## src/hw/rtl/bqsa_pkg.sv

```systemverilog
// Shared types and constants for the bounded queue server admission block.
// No dependencies; every other file of the block imports this package.
`timescale 1ns / 1ps
`default_nettype none

package bqsa_pkg;

  localparam int ARRIVAL_W        = 32;
  localparam int DURATION_W       = 32;
  localparam int TIME_W           = 48;
  localparam int CAP_W            = 4;
  localparam int MAX_HELD_DEFAULT = 16;

  localparam logic [CAP_W-1:0]  CAP_RESET = 4'd15;
  localparam logic [TIME_W-1:0] TIME_MAX  = {TIME_W{1'b1}};

  // Control broadcast from the sequencer to every cell of the chain.
  typedef struct packed {
    logic                 exec;     // the cells update in this cycle
    logic                 admit;    // the job is admitted: shift the chain by one
    logic [ARRIVAL_W-1:0] arrival;  // arrival time used for retirement
  } bqsa_cell_ctrl_t;

endpackage : bqsa_pkg

`default_nettype wire

```

## src/hw/rtl/bqsa_if.sv

```systemverilog
// Valid/ready channel interfaces for job arrivals and admission results.
// Depends on bqsa_pkg for the field widths.
`timescale 1ns / 1ps
`default_nettype none

interface bqsa_job_if
  import bqsa_pkg::*;
  ();
  logic                  valid;
  logic                  ready;
  logic [ARRIVAL_W-1:0]  arrival_time;
  logic [DURATION_W-1:0] job_duration;

  modport source (output valid, output arrival_time, output job_duration, input ready);
  modport sink   (input valid, input arrival_time, input job_duration, output ready);
endinterface : bqsa_job_if

interface bqsa_result_if
  import bqsa_pkg::*;
  ();
  logic              valid;
  logic              ready;
  logic              dropped;
  logic [TIME_W-1:0] completion_time;

  modport source (output valid, output dropped, output completion_time, input ready);
  modport sink   (input valid, input dropped, input completion_time, output ready);
endinterface : bqsa_result_if

`default_nettype wire

```

## src/hw/rtl/bounded_queue_server_admission.sv

```systemverilog
// Top level of the single-server queue with tail drop: sequencer, adder and cell chain.
// Depends on bqsa_pkg, bqsa_if.sv and bqsa_cell.
//
// Each job transaction runs through the states IDLE and EXEC: IDLE captures the arrival and
// forms the start time as the later of the server free time and the arrival; EXEC lets every
// cell of the chain retire its job in parallel, decides admission and adds the duration. A
// new job is accepted in the cycle after that, so the block takes no new job before the last
// one is decided, and a result that is not taken holds the decision cycle. Admitted finish
// times never decrease, so the chain keeps jobs newest first at cell 0, and the held jobs
// always form a solid run from cell 0. An admission shifts the chain by one place and the
// drop decision reads a single valid bit at the cell given by the waiting capacity. The
// capacity register resets to 15; the user writes it through cfg_we and cfg_wdata only while
// the block is idle, which the block does not enforce. There is no clearing pass after reset.
`timescale 1ns / 1ps
`default_nettype none

module bounded_queue_server_admission
  import bqsa_pkg::*;
#(
  parameter int MAX_HELD = MAX_HELD_DEFAULT
) (
  input  wire logic             clk,
  input  wire logic             rst,
  bqsa_job_if.sink              job,
  bqsa_result_if.source         result,
  input  wire logic             cfg_we,
  input  wire logic [CAP_W-1:0] cfg_wdata
);

  localparam int IDX_W = $clog2(MAX_HELD);

  typedef enum logic {
    IDLE,
    EXEC
  } state_t;

  state_t               state;
  logic [CAP_W-1:0]     cap;
  logic [TIME_W-1:0]    server_free;
  logic [ARRIVAL_W-1:0] arrival;
  logic [DURATION_W-1:0] duration;
  logic [TIME_W-1:0]    start;
  logic                 out_valid;
  logic                 out_dropped;
  logic [TIME_W-1:0]    out_finish;

  logic                 job_take;
  logic                 exec_go;
  logic [TIME_W:0]      sum;
  logic [TIME_W-1:0]    new_finish;
  logic [TIME_W-1:0]    arrival_ext;
  logic [IDX_W-1:0]     limit_idx;
  logic                 drop;
  bqsa_cell_ctrl_t      ctrl;

  logic [MAX_HELD-1:0]  held_vec;
  logic [MAX_HELD-1:0]  live_vec;
  logic [TIME_W-1:0]    cell_finish [MAX_HELD];

  assign job.ready   = (state == IDLE);
  assign job_take    = job.valid && job.ready;
  assign arrival_ext = {{(TIME_W-ARRIVAL_W){1'b0}}, job.arrival_time};

  // The decision cycle runs only once the output register is free or being emptied.
  assign exec_go = (state == EXEC) && (!out_valid || result.ready);

  // Saturating add: the start time is below 2^48 and the duration below 2^32.
  assign sum        = {1'b0, start} + {{(TIME_W-DURATION_W+1){1'b0}}, duration};
  assign new_finish = sum[TIME_W] ? TIME_MAX : sum[TIME_W-1:0];

  // The line is full when the cell at the capacity index is still live after retirement;
  // a capacity beyond the chain collapses onto the last cell, which also covers a full chain.
  always_comb begin
    if (int'(cap) >= MAX_HELD - 1) begin
      limit_idx = IDX_W'(MAX_HELD - 1);
    end else begin
      limit_idx = IDX_W'(cap);
    end
  end

  assign drop = live_vec[limit_idx];

  assign ctrl.exec    = exec_go;
  assign ctrl.admit   = !drop;
  assign ctrl.arrival = arrival;

  // Cell 0 takes the new job; every other cell takes what its neighbor held.
  for (genvar i = 0; i < MAX_HELD; i++) begin : g_cell
    if (i == 0) begin : g_head
      bqsa_cell u_cell (
        .clk         (clk),
        .rst         (rst),
        .ctrl        (ctrl),
        .prev_live   (1'b1),
        .prev_finish (new_finish),
        .held        (held_vec[i]),
        .live        (live_vec[i]),
        .finish      (cell_finish[i])
      );
    end else begin : g_body
      bqsa_cell u_cell (
        .clk         (clk),
        .rst         (rst),
        .ctrl        (ctrl),
        .prev_live   (live_vec[i-1]),
        .prev_finish (cell_finish[i-1]),
        .held        (held_vec[i]),
        .live        (live_vec[i]),
        .finish      (cell_finish[i])
      );
    end
  end

  // Sequencer, server free time and the output register.
  always_ff @(posedge clk) begin
    if (rst) begin
      state       <= IDLE;
      cap         <= CAP_RESET;
      server_free <= '0;
      out_valid   <= 1'b0;
    end else begin
      if (cfg_we) begin
        cap <= cfg_wdata;
      end
      // A new decision refills the output register even while the old result leaves.
      if (exec_go) begin
        out_valid <= 1'b1;
      end else if (result.ready) begin
        out_valid <= 1'b0;
      end
      case (state)
        IDLE: begin
          if (job_take) begin
            state <= EXEC;
          end
        end
        EXEC: begin
          if (exec_go) begin
            state <= IDLE;
            if (!drop) begin
              server_free <= new_finish;
            end
          end
        end
        default: begin
          state <= IDLE;
        end
      endcase
    end
  end

  // Payload registers carry no reset.
  always_ff @(posedge clk) begin
    if (job_take) begin
      arrival  <= job.arrival_time;
      duration <= job.job_duration;
      start    <= (server_free > arrival_ext) ? server_free : arrival_ext;
    end
    if (exec_go) begin
      out_dropped <= drop;
      out_finish  <= drop ? '0 : new_finish;
    end
  end

  assign result.valid           = out_valid;
  assign result.dropped         = out_dropped;
  assign result.completion_time = out_finish;

  // Held jobs always occupy a solid run of cells starting at cell 0.
  a_held_solid: assert property (@(posedge clk) disable iff (rst)
    (held_vec & (held_vec + 1'b1)) == '0)
    else $error("held cells are not a solid run from cell 0");

  // A decision always leaves a result in the output register.
  a_exec_result: assert property (@(posedge clk) disable iff (rst)
    exec_go |=> out_valid && (state == IDLE))
    else $error("decision cycle did not produce a result");

  // A dropped job changes the chain only by retirement.
  a_drop_keeps: assert property (@(posedge clk) disable iff (rst)
    exec_go && drop |=> held_vec == $past(live_vec))
    else $error("dropped job altered the held cells");

  // An admitted job never moves the server free time backward.
  a_free_mono: assert property (@(posedge clk) disable iff (rst)
    exec_go && !drop |=> server_free >= $past(server_free))
    else $error("server free time decreased");

endmodule : bounded_queue_server_admission

`default_nettype wire

```

## src/hw/rtl/bqsa_cell.sv

```systemverilog
// One cell of the held-job chain: a finish time and its valid bit.
// Depends on bqsa_pkg for widths and the control struct.
`timescale 1ns / 1ps
`default_nettype none

module bqsa_cell
  import bqsa_pkg::*;
(
  input  wire logic              clk,
  input  wire logic              rst,
  input  wire bqsa_cell_ctrl_t   ctrl,
  input  wire logic              prev_live,
  input  wire logic [TIME_W-1:0] prev_finish,
  output logic                   held,
  output logic                   live,
  output logic [TIME_W-1:0]      finish
);

  // A held job retires once its finish time is at or before the arrival.
  assign live = held && (finish > {{(TIME_W-ARRIVAL_W){1'b0}}, ctrl.arrival});

  always_ff @(posedge clk) begin
    if (rst) begin
      held <= 1'b0;
    end else if (ctrl.exec) begin
      held <= ctrl.admit ? prev_live : live;
    end
  end

  always_ff @(posedge clk) begin
    if (ctrl.exec && ctrl.admit) begin
      finish <= prev_finish;
    end
  end

endmodule : bqsa_cell

`default_nettype wire
```

## src/flat_wrapper.sv

```systemverilog
// flat-port wrapper written by rule: the top's interface ports become plain ports
module bounded_queue_server_admission_flat import bqsa_pkg::*;
#(
  parameter int MAX_HELD = MAX_HELD_DEFAULT
)
  (clk, rst, cfg_we, cfg_wdata, job_valid, job_arrival_time, job_job_duration, job_ready, result_valid, result_dropped, result_completion_time, result_ready);
  bqsa_job_if job_i ();
  bqsa_result_if result_i ();
  input  wire logic clk;
  input  wire logic rst;
  input  wire logic cfg_we;
  input  wire logic [CAP_W-1:0] cfg_wdata;
  input wire logic [$bits(job_i.valid)-1:0] job_valid;
  input wire logic [$bits(job_i.arrival_time)-1:0] job_arrival_time;
  input wire logic [$bits(job_i.job_duration)-1:0] job_job_duration;
  output wire logic [$bits(job_i.ready)-1:0] job_ready;
  output wire logic [$bits(result_i.valid)-1:0] result_valid;
  output wire logic [$bits(result_i.dropped)-1:0] result_dropped;
  output wire logic [$bits(result_i.completion_time)-1:0] result_completion_time;
  input wire logic [$bits(result_i.ready)-1:0] result_ready;
  assign job_i.valid = job_valid;
  assign job_i.arrival_time = job_arrival_time;
  assign job_i.job_duration = job_job_duration;
  assign job_ready = job_i.ready;
  assign result_valid = result_i.valid;
  assign result_dropped = result_i.dropped;
  assign result_completion_time = result_i.completion_time;
  assign result_i.ready = result_ready;
  bounded_queue_server_admission #(.MAX_HELD(MAX_HELD)) u_core (.clk(clk), .rst(rst), .job(job_i), .result(result_i), .cfg_we(cfg_we), .cfg_wdata(cfg_wdata));
endmodule
```

## config.mk

```make
export PLATFORM = sky130hd
export DESIGN_NAME = bounded_queue_server_admission_flat
export DESIGN_NICKNAME = d
export VERILOG_FILES = /design/src/hw/rtl/bqsa_pkg.sv /design/src/hw/rtl/bqsa_if.sv /design/src/hw/rtl/bounded_queue_server_admission.sv /design/src/hw/rtl/bqsa_cell.sv /design/src/flat_wrapper.sv
export SDC_FILE = /design/constraint.sdc
export NUM_CORES = 2
export LEC_CHECK = 0
export ABC_AREA = 1
export BUFFER_PORTS_ARGS = -buffer_cell sky130_fd_sc_hd__buf_4
export CORE_MARGIN = 2
export CORE_UTILIZATION = 40
export DETAILED_ROUTE_END_ITERATION = 7
export PLACE_DENSITY = 0.55
export SLEW_MARGIN = 10
export SYNTH_ARGS = -nofsm -noshare
export SYNTH_HDL_FRONTEND = slang
export SYNTH_SLANG_ARGS = --single-unit
```

## constraint.sdc

```tcl
create_clock -name clk -period 21.9 [get_ports clk]
set_input_delay 1.095 -clock clk [delete_from_list [all_inputs] [get_ports clk]]
set_output_delay 1.095 -clock clk [all_outputs]
set_load 0.01 [all_outputs]
```

**After elaboration in Yosys (flattened, before gate mapping)**

Cells that the tools add are included.

- Register bits after elaboration: 999
- Input port bits: 73
- Output and inout port bits: 51
- Word-level logic and storage cells: 114

- $add $sub $neg: 1
- $lt $le $gt $ge: 19
- Multiplexer cells: 26
- Bitwise operators: 2
- Reduce and logical (&&, ||, !) cells: 24

Operators by type and width:

| cell | number |
|---|---|
| $gt 48x32->1 | 17 |
| $add 48x32->49 | 1 |
| $mux 48 | 1 |
| $mux 32 | 1 |
| $mux 1 | 21 |
| $logic_and 1x1->1 | 19 |
| $lt 4x5->1 const B | 1 |
| $bmux 1 s4 | 1 |
| $ge 4x4->1 const B | 1 |
| $mux 4 | 1 |
| $reduce_and 3->1 | 1 |
| $logic_not 1->1 | 2 |
| $not 1->1 | 2 |
| $pmux 1 s2 | 1 |
| $reduce_bool 2->1 | 1 |
| $logic_or 1x1->1 | 1 |

**Longest topological paths before layout**

- Word-level depth: 6
- Mapped depth: 23
- Gate-level depth less buffers: 23

**By module**

A second synthesis with hierarchy kept.

- Cell total of the unflattened synthesis: 5228
- Area, all modules: 52212.6 um^2

By module, submodules not included:

| module | instances | cells an instance | area each (um^2) | sequential area each (um^2) |
|---|---|---|---|---|
| bqsa_cell | 16 | 228 | 2483.6 | 1461.4 |
| bounded_queue_server_admission | 1 | 1580 | 12474.5 | 5915.7 |

**Worst setup path after synthesis**

Ideal clock, no wire load.

- Kind: register -> register
- Start point: register u_core.arrival[29]
- End point: register u_core.g_cell[0].g_head.u_cell.finish[0] (enable)
- Data arrival time: 17.095 ns
- Setup slack: 3.692 ns
- Stages on the path, launching flop included: 19
- Path buffers: 1
- Path through: edfxtp_1 -> inv_1 -> ha_1 -> nand2_1 -> inv_1 -> o21ai_0 -> nand2_1 -> nor2_1 -> o21ai_0 -> a21oi_1 -> nand2_1 -> nand2_1 -> nand2_1 -> nand3_1 -> nand3_1 -> nand3_2 -> nand3_4 -> buf_4 -> inv_1

- Longest elaborated chain between the ends: 6
- Elaborated cells on any way between the ends: 36
- Classes of those cells: order compare: 16; mux: 2; reduce/logical: 18

Ends and longest elaborated chain:

| item | line | text |
|---|---|---|
| start, declared | bounded_queue_server_admission.sv:40 | `logic [ARRIVAL_W-1:0] arrival;` |
| start signal, assigned | bounded_queue_server_admission.sv:155 | `arrival <= job.arrival_time;` |
| $gt 48x32->1 | bqsa_cell.sv:20 | `assign live = held && (finish > {{(TIME_W-ARRIVAL_W){1'b0}}, ctrl.arrival});` |
| $logic_and 1x1->1 | bqsa_cell.sv:20 |  |
| $bmux 1 s4 * | bounded_queue_server_admission.sv:81 | `assign drop = live_vec[limit_idx];` |
| $mux 1 (not written as such) * | bounded_queue_server_admission.sv:81 |  |
| $logic_not 1->1 * | bounded_queue_server_admission.sv:84 | `assign ctrl.admit = !drop;` |
| $logic_and 1x1->1 * | bqsa_cell.sv:31 | `if (ctrl.exec && ctrl.admit) begin` |
| end signal, assigned | bqsa_cell.sv:32 | `finish <= prev_finish;` |
| end, declared | bqsa_cell.sv:16 | `output logic [TIME_W-1:0] finish` |

Mark *: on every way between the ends. The rest lies on a longest branch, timed or not. The select of a mux whose other input is x is not followed.
A chain may end at the register's enable or synchronous reset.

**Worst setup path in the final report**

- Start point: register u_core.arrival[29]
- End point: register u_core.g_cell[8].g_body.u_cell.finish[28] (enable)

- Longest elaborated chain between the ends: 6
- Elaborated cells on any way between the ends: 36
- Classes of those cells: order compare: 16; mux: 2; reduce/logical: 18

Ends and longest elaborated chain:

| item | line |
|---|---|
| $gt 48x32->1 | bqsa_cell.sv:20 |
| $logic_and 1x1->1 | bqsa_cell.sv:20 |
| $bmux 1 s4 * | bounded_queue_server_admission.sv:81 |
| $mux 1 (not written as such) * | bounded_queue_server_admission.sv:81 |
| $logic_not 1->1 * | bounded_queue_server_admission.sv:84 |
| $logic_and 1x1->1 * | bqsa_cell.sv:31 |
| end signal, assigned | bqsa_cell.sv:32 |
| end, declared | bqsa_cell.sv:16 |

Marks and branches as above.

==> out/qor.yml <==
outcome: "completed"
drive_gt1_share_pct: 6.69
grt_max_degree: 221
cts-hold-fix-buffers: 0
cts_sinks: 999
critical_path_class: "reg2reg"
numCtsBuffers: 103
cts_buffer_depth: 3
critPathLaunchType: "flop"
pre_cts_slack_ns: 16.25
io_buffers: 123
setup_ws_ns: 16.17
grt_pass1_wl_microns: 157000
maxSlewViolCount: 0
io_pins: 124
final.fill_count: 11000
p_leak_nw: 22.3
die_w_microns: 352
rsz0062_at_grt: "no"
ys_warn_count: 0
start_util_pct: 40.3
setup_tns_ns: 0
cts.clk_slew.worst_paths_ns: 0.06
drv_cap: 0
cts_max_level: 3
clk_latency_ns: 0.69
ys_ff_latch: 999
gp_congestion: 0.973
max-slew-margin-rel_pct: 20.5
ys_types: 49
post-route-drc-count: 0
drt_iter0_markers: 1770
wirelength_microns: 99400
synth_top_area_share_pct: 57.6
p_per_area_nw_per_um2: 86.2
rows: 127
worst_hold_slack_ns: 0.438
cp_num_buf_inv: 5
setup_viol: 0
core-area_sq_um: 120000
postPlaceCellArea_sq_um: 51200
yosysTopAreaCell: "edfxtp_1"
synth_area_sq_um: 48400
synthTopCellsByArea: "edfxtp_1, ha_1, nand2_1"
dp_hpwl_microns: 72600
worst_pin_slew_ns: 1.19
ys_seq_area_share_pct: 60.5
cp-end-kind: "flop"
syn-num-nets: 4939
max_freq_ghz: 0.175
worstPathCellList: "inv_1 > ha_1 > nand2_1 > inv_1 > o21ai_0 > nand2_1 > nor2_1 > o21ai_0 > a21oi_1 > nand2_1 > nand2_1 > nand2_1 > nand3_1 > nand3_1 > nand3_2 > nand3_4 > inv_8 > buf_12 > buf_12"
avgSynthCellArea_sq_um: 11.3
critPathMostFrequentCell: "nand2_1"
final_hold_viol_count: 0
ant_nets: 0
antenna_found_initial: 2
skew_ns: 0.0207
cts_tree: "built"
period_share_pct: 26.2
peakVddDrop_v: 0.0000566
p_total_mw: 4.70
fin_crit_ns: 5.73
fin_nets: 5120
dr.pass1.iters: 5
design_area_sq_um: 54500
worstPathRequired_ns: 22.20
crit_path_max_fanout: 220
area_growth_pct: 12.6
vias: 30300
grt_overflow: 0
die_area_sq_um: 124000
wl_per_cell_microns: 16.1
cts_resized: 0
cts-root-buf: "clkbuf_16"
synthCells: 4289
critPathSlowestCell: "buf_12"
arrival_ns: 6.03
grt_pass1_vias: 30600
critPathTopFamily: "buffers and inverters"
postCtsSetupBuffers: 0
grt_usage_pct: 16.2
holdCritPathClass: "reg2reg"
drt-vias-per-instance: 4.91
max_stage_delay_ns: 0.82
die_h_microns: 352
metrics by stage:
step | std cells | utilization, %
CTS | 6168 | 45.4
global route | 6169 | 45.4
detailed placement | 5977 | 42.7
finish | 6169 | 45.4
global placement | 5977 | 42.7
floorplan | 4289 | -
cells in the final DEF (no fill, tap or decap), drive strengths merged:
master,instances
nand2,925
o211ai,1
edfxtp,929
bufinv,6
nor3,35
inv,408
o21ai,118
o22ai,1
a2111oi,1
nor2b,2
and2,3
diode,1
dfxtp,70
clkinv,36
nor3b,7
a21oi,304
a21o,14
or2,6
clkinvlp,5
a21boi,1
a31oi,21
o21a,28
nand3b,7
o221ai,2
nor4,12
fa,1
xor2,21
nand4,93
nand3,113
buf,138
xnor2,4
clkbuf,140
nor2,506
o21bai,22
ha,576
state kept, by name, summed over array words and instances, names as in the netlist, 4 cells and up:
signal                              count
u_core.arrival                         32
u_core.cap                              4
u_core.duration                        32
u_core.g_cell.g_body.u_cell.finish    720
u_core.g_cell.g_body.u_cell.held       15
u_core.g_cell.g_head.u_cell.finish     48
u_core.result.completion_time          48
u_core.server_free                     48
u_core.start                           48
final cells by class:
type | count | area [sq um] | area share [%]
antenna | 1 | 2.50 | 0.00459
clock buffer | 140 | 2770 | 5.08
clock inverter | 51 | 494 | 0.907
inverter | 404 | 1530 | 2.80
multi-input combinational | 2824 | 17300 | 31.7
sequential | 999 | 29300 | 53.8
tap | 1612 | 2020 | 3.70
timing repair buffer | 138 | 1070 | 1.97
worst register-to-register path: stages, from the launching register on:
cell and delay, ns:
edfxtp_1 0.37, inv_1 0.49, ha_1 0.37, nand2_1 0.06, inv_1 0.03, o21ai_0 0.13
nand2_1 0.06, nor2_1 0.09, o21ai_0 0.16, a21oi_1 0.19, nand2_1 0.08, nand2_1 0.16
nand2_1 0.08, nand3_1 0.08, nand3_1 0.09, nand3_2 0.13, nand3_4 0.11, inv_8 0.52
buf_12 0.82, buf_12 1.09
Yosys cell counts, drive strengths merged:
library cell and n:
nor3b 7, nand3b 7, buf 30, a31oi 21, nor2b 2, a21boi 1
a2111oi 1, ha 576, clkbuf 32, o21a 28, o221ai 2, clkinv 1
dfxtp 70, nor3 35, and2 3, fa 1, a21o 14, o21bai 22
nor4 12, inv 403, nand4 93, edfxtp 929, nor2 506, o22ai 1
o211ai 1, a21oi 304, nand3 113, xnor2 4, xor2 21, o21ai 118
nand2 925, or2 6
cells by family (layout without fill, tap and decap cells):
group                      Yosys count  in the layout  synth area share (%)
buffers and inverters              466            733                  3.75
adders and majority gates          577            577                  14.9
and+or+nand+nor                   1709           1709                  14.5
AOI/OAI and AO/OA                  513            513                  5.80
xor gates and xnor gates            25             25                 0.452
other                                0              1                     0
DFF                                999            999                  60.5
where the power goes:
part,switching (mW),internal [mW],total [mW],leakage (nW)
combinational,0.433,0.213,0.646,11.5
sequential,0.0658,2.28,2.35,9.25
clock,0.740,0.961,1.70,1.57
routing by layer:
metal	vias up	track usage (%)	routed length (microns)
met1	14200	19.1	41700
met2	502	29.6	50400
met5	-	0	0
li1	15400	-	-
met4	0	6.59	3460
met3	168	2.20	3780
worst paths after layout:
path                                                        from                                             endpoint  slack, ns  cells after the start
max                                 u_core.arrival[29]$_DFFE_PP_  u_core.g_cell[8].g_body.u_cell.finish[28]$_DFFE_PP_      16.17                     19
min reg2reg  u_core.g_cell[2].g_body.u_cell.finish[20]$_DFFE_PP_  u_core.g_cell[3].g_body.u_cell.finish[20]$_DFFE_PP_       0.44                      0
min          u_core.g_cell[2].g_body.u_cell.finish[20]$_DFFE_PP_  u_core.g_cell[3].g_body.u_cell.finish[20]$_DFFE_PP_       0.44                      0
max reg2reg                         u_core.arrival[29]$_DFFE_PP_  u_core.g_cell[8].g_body.u_cell.finish[28]$_DFFE_PP_      16.17                     19
No activity file was read; power rests on OpenSTA's default activity.
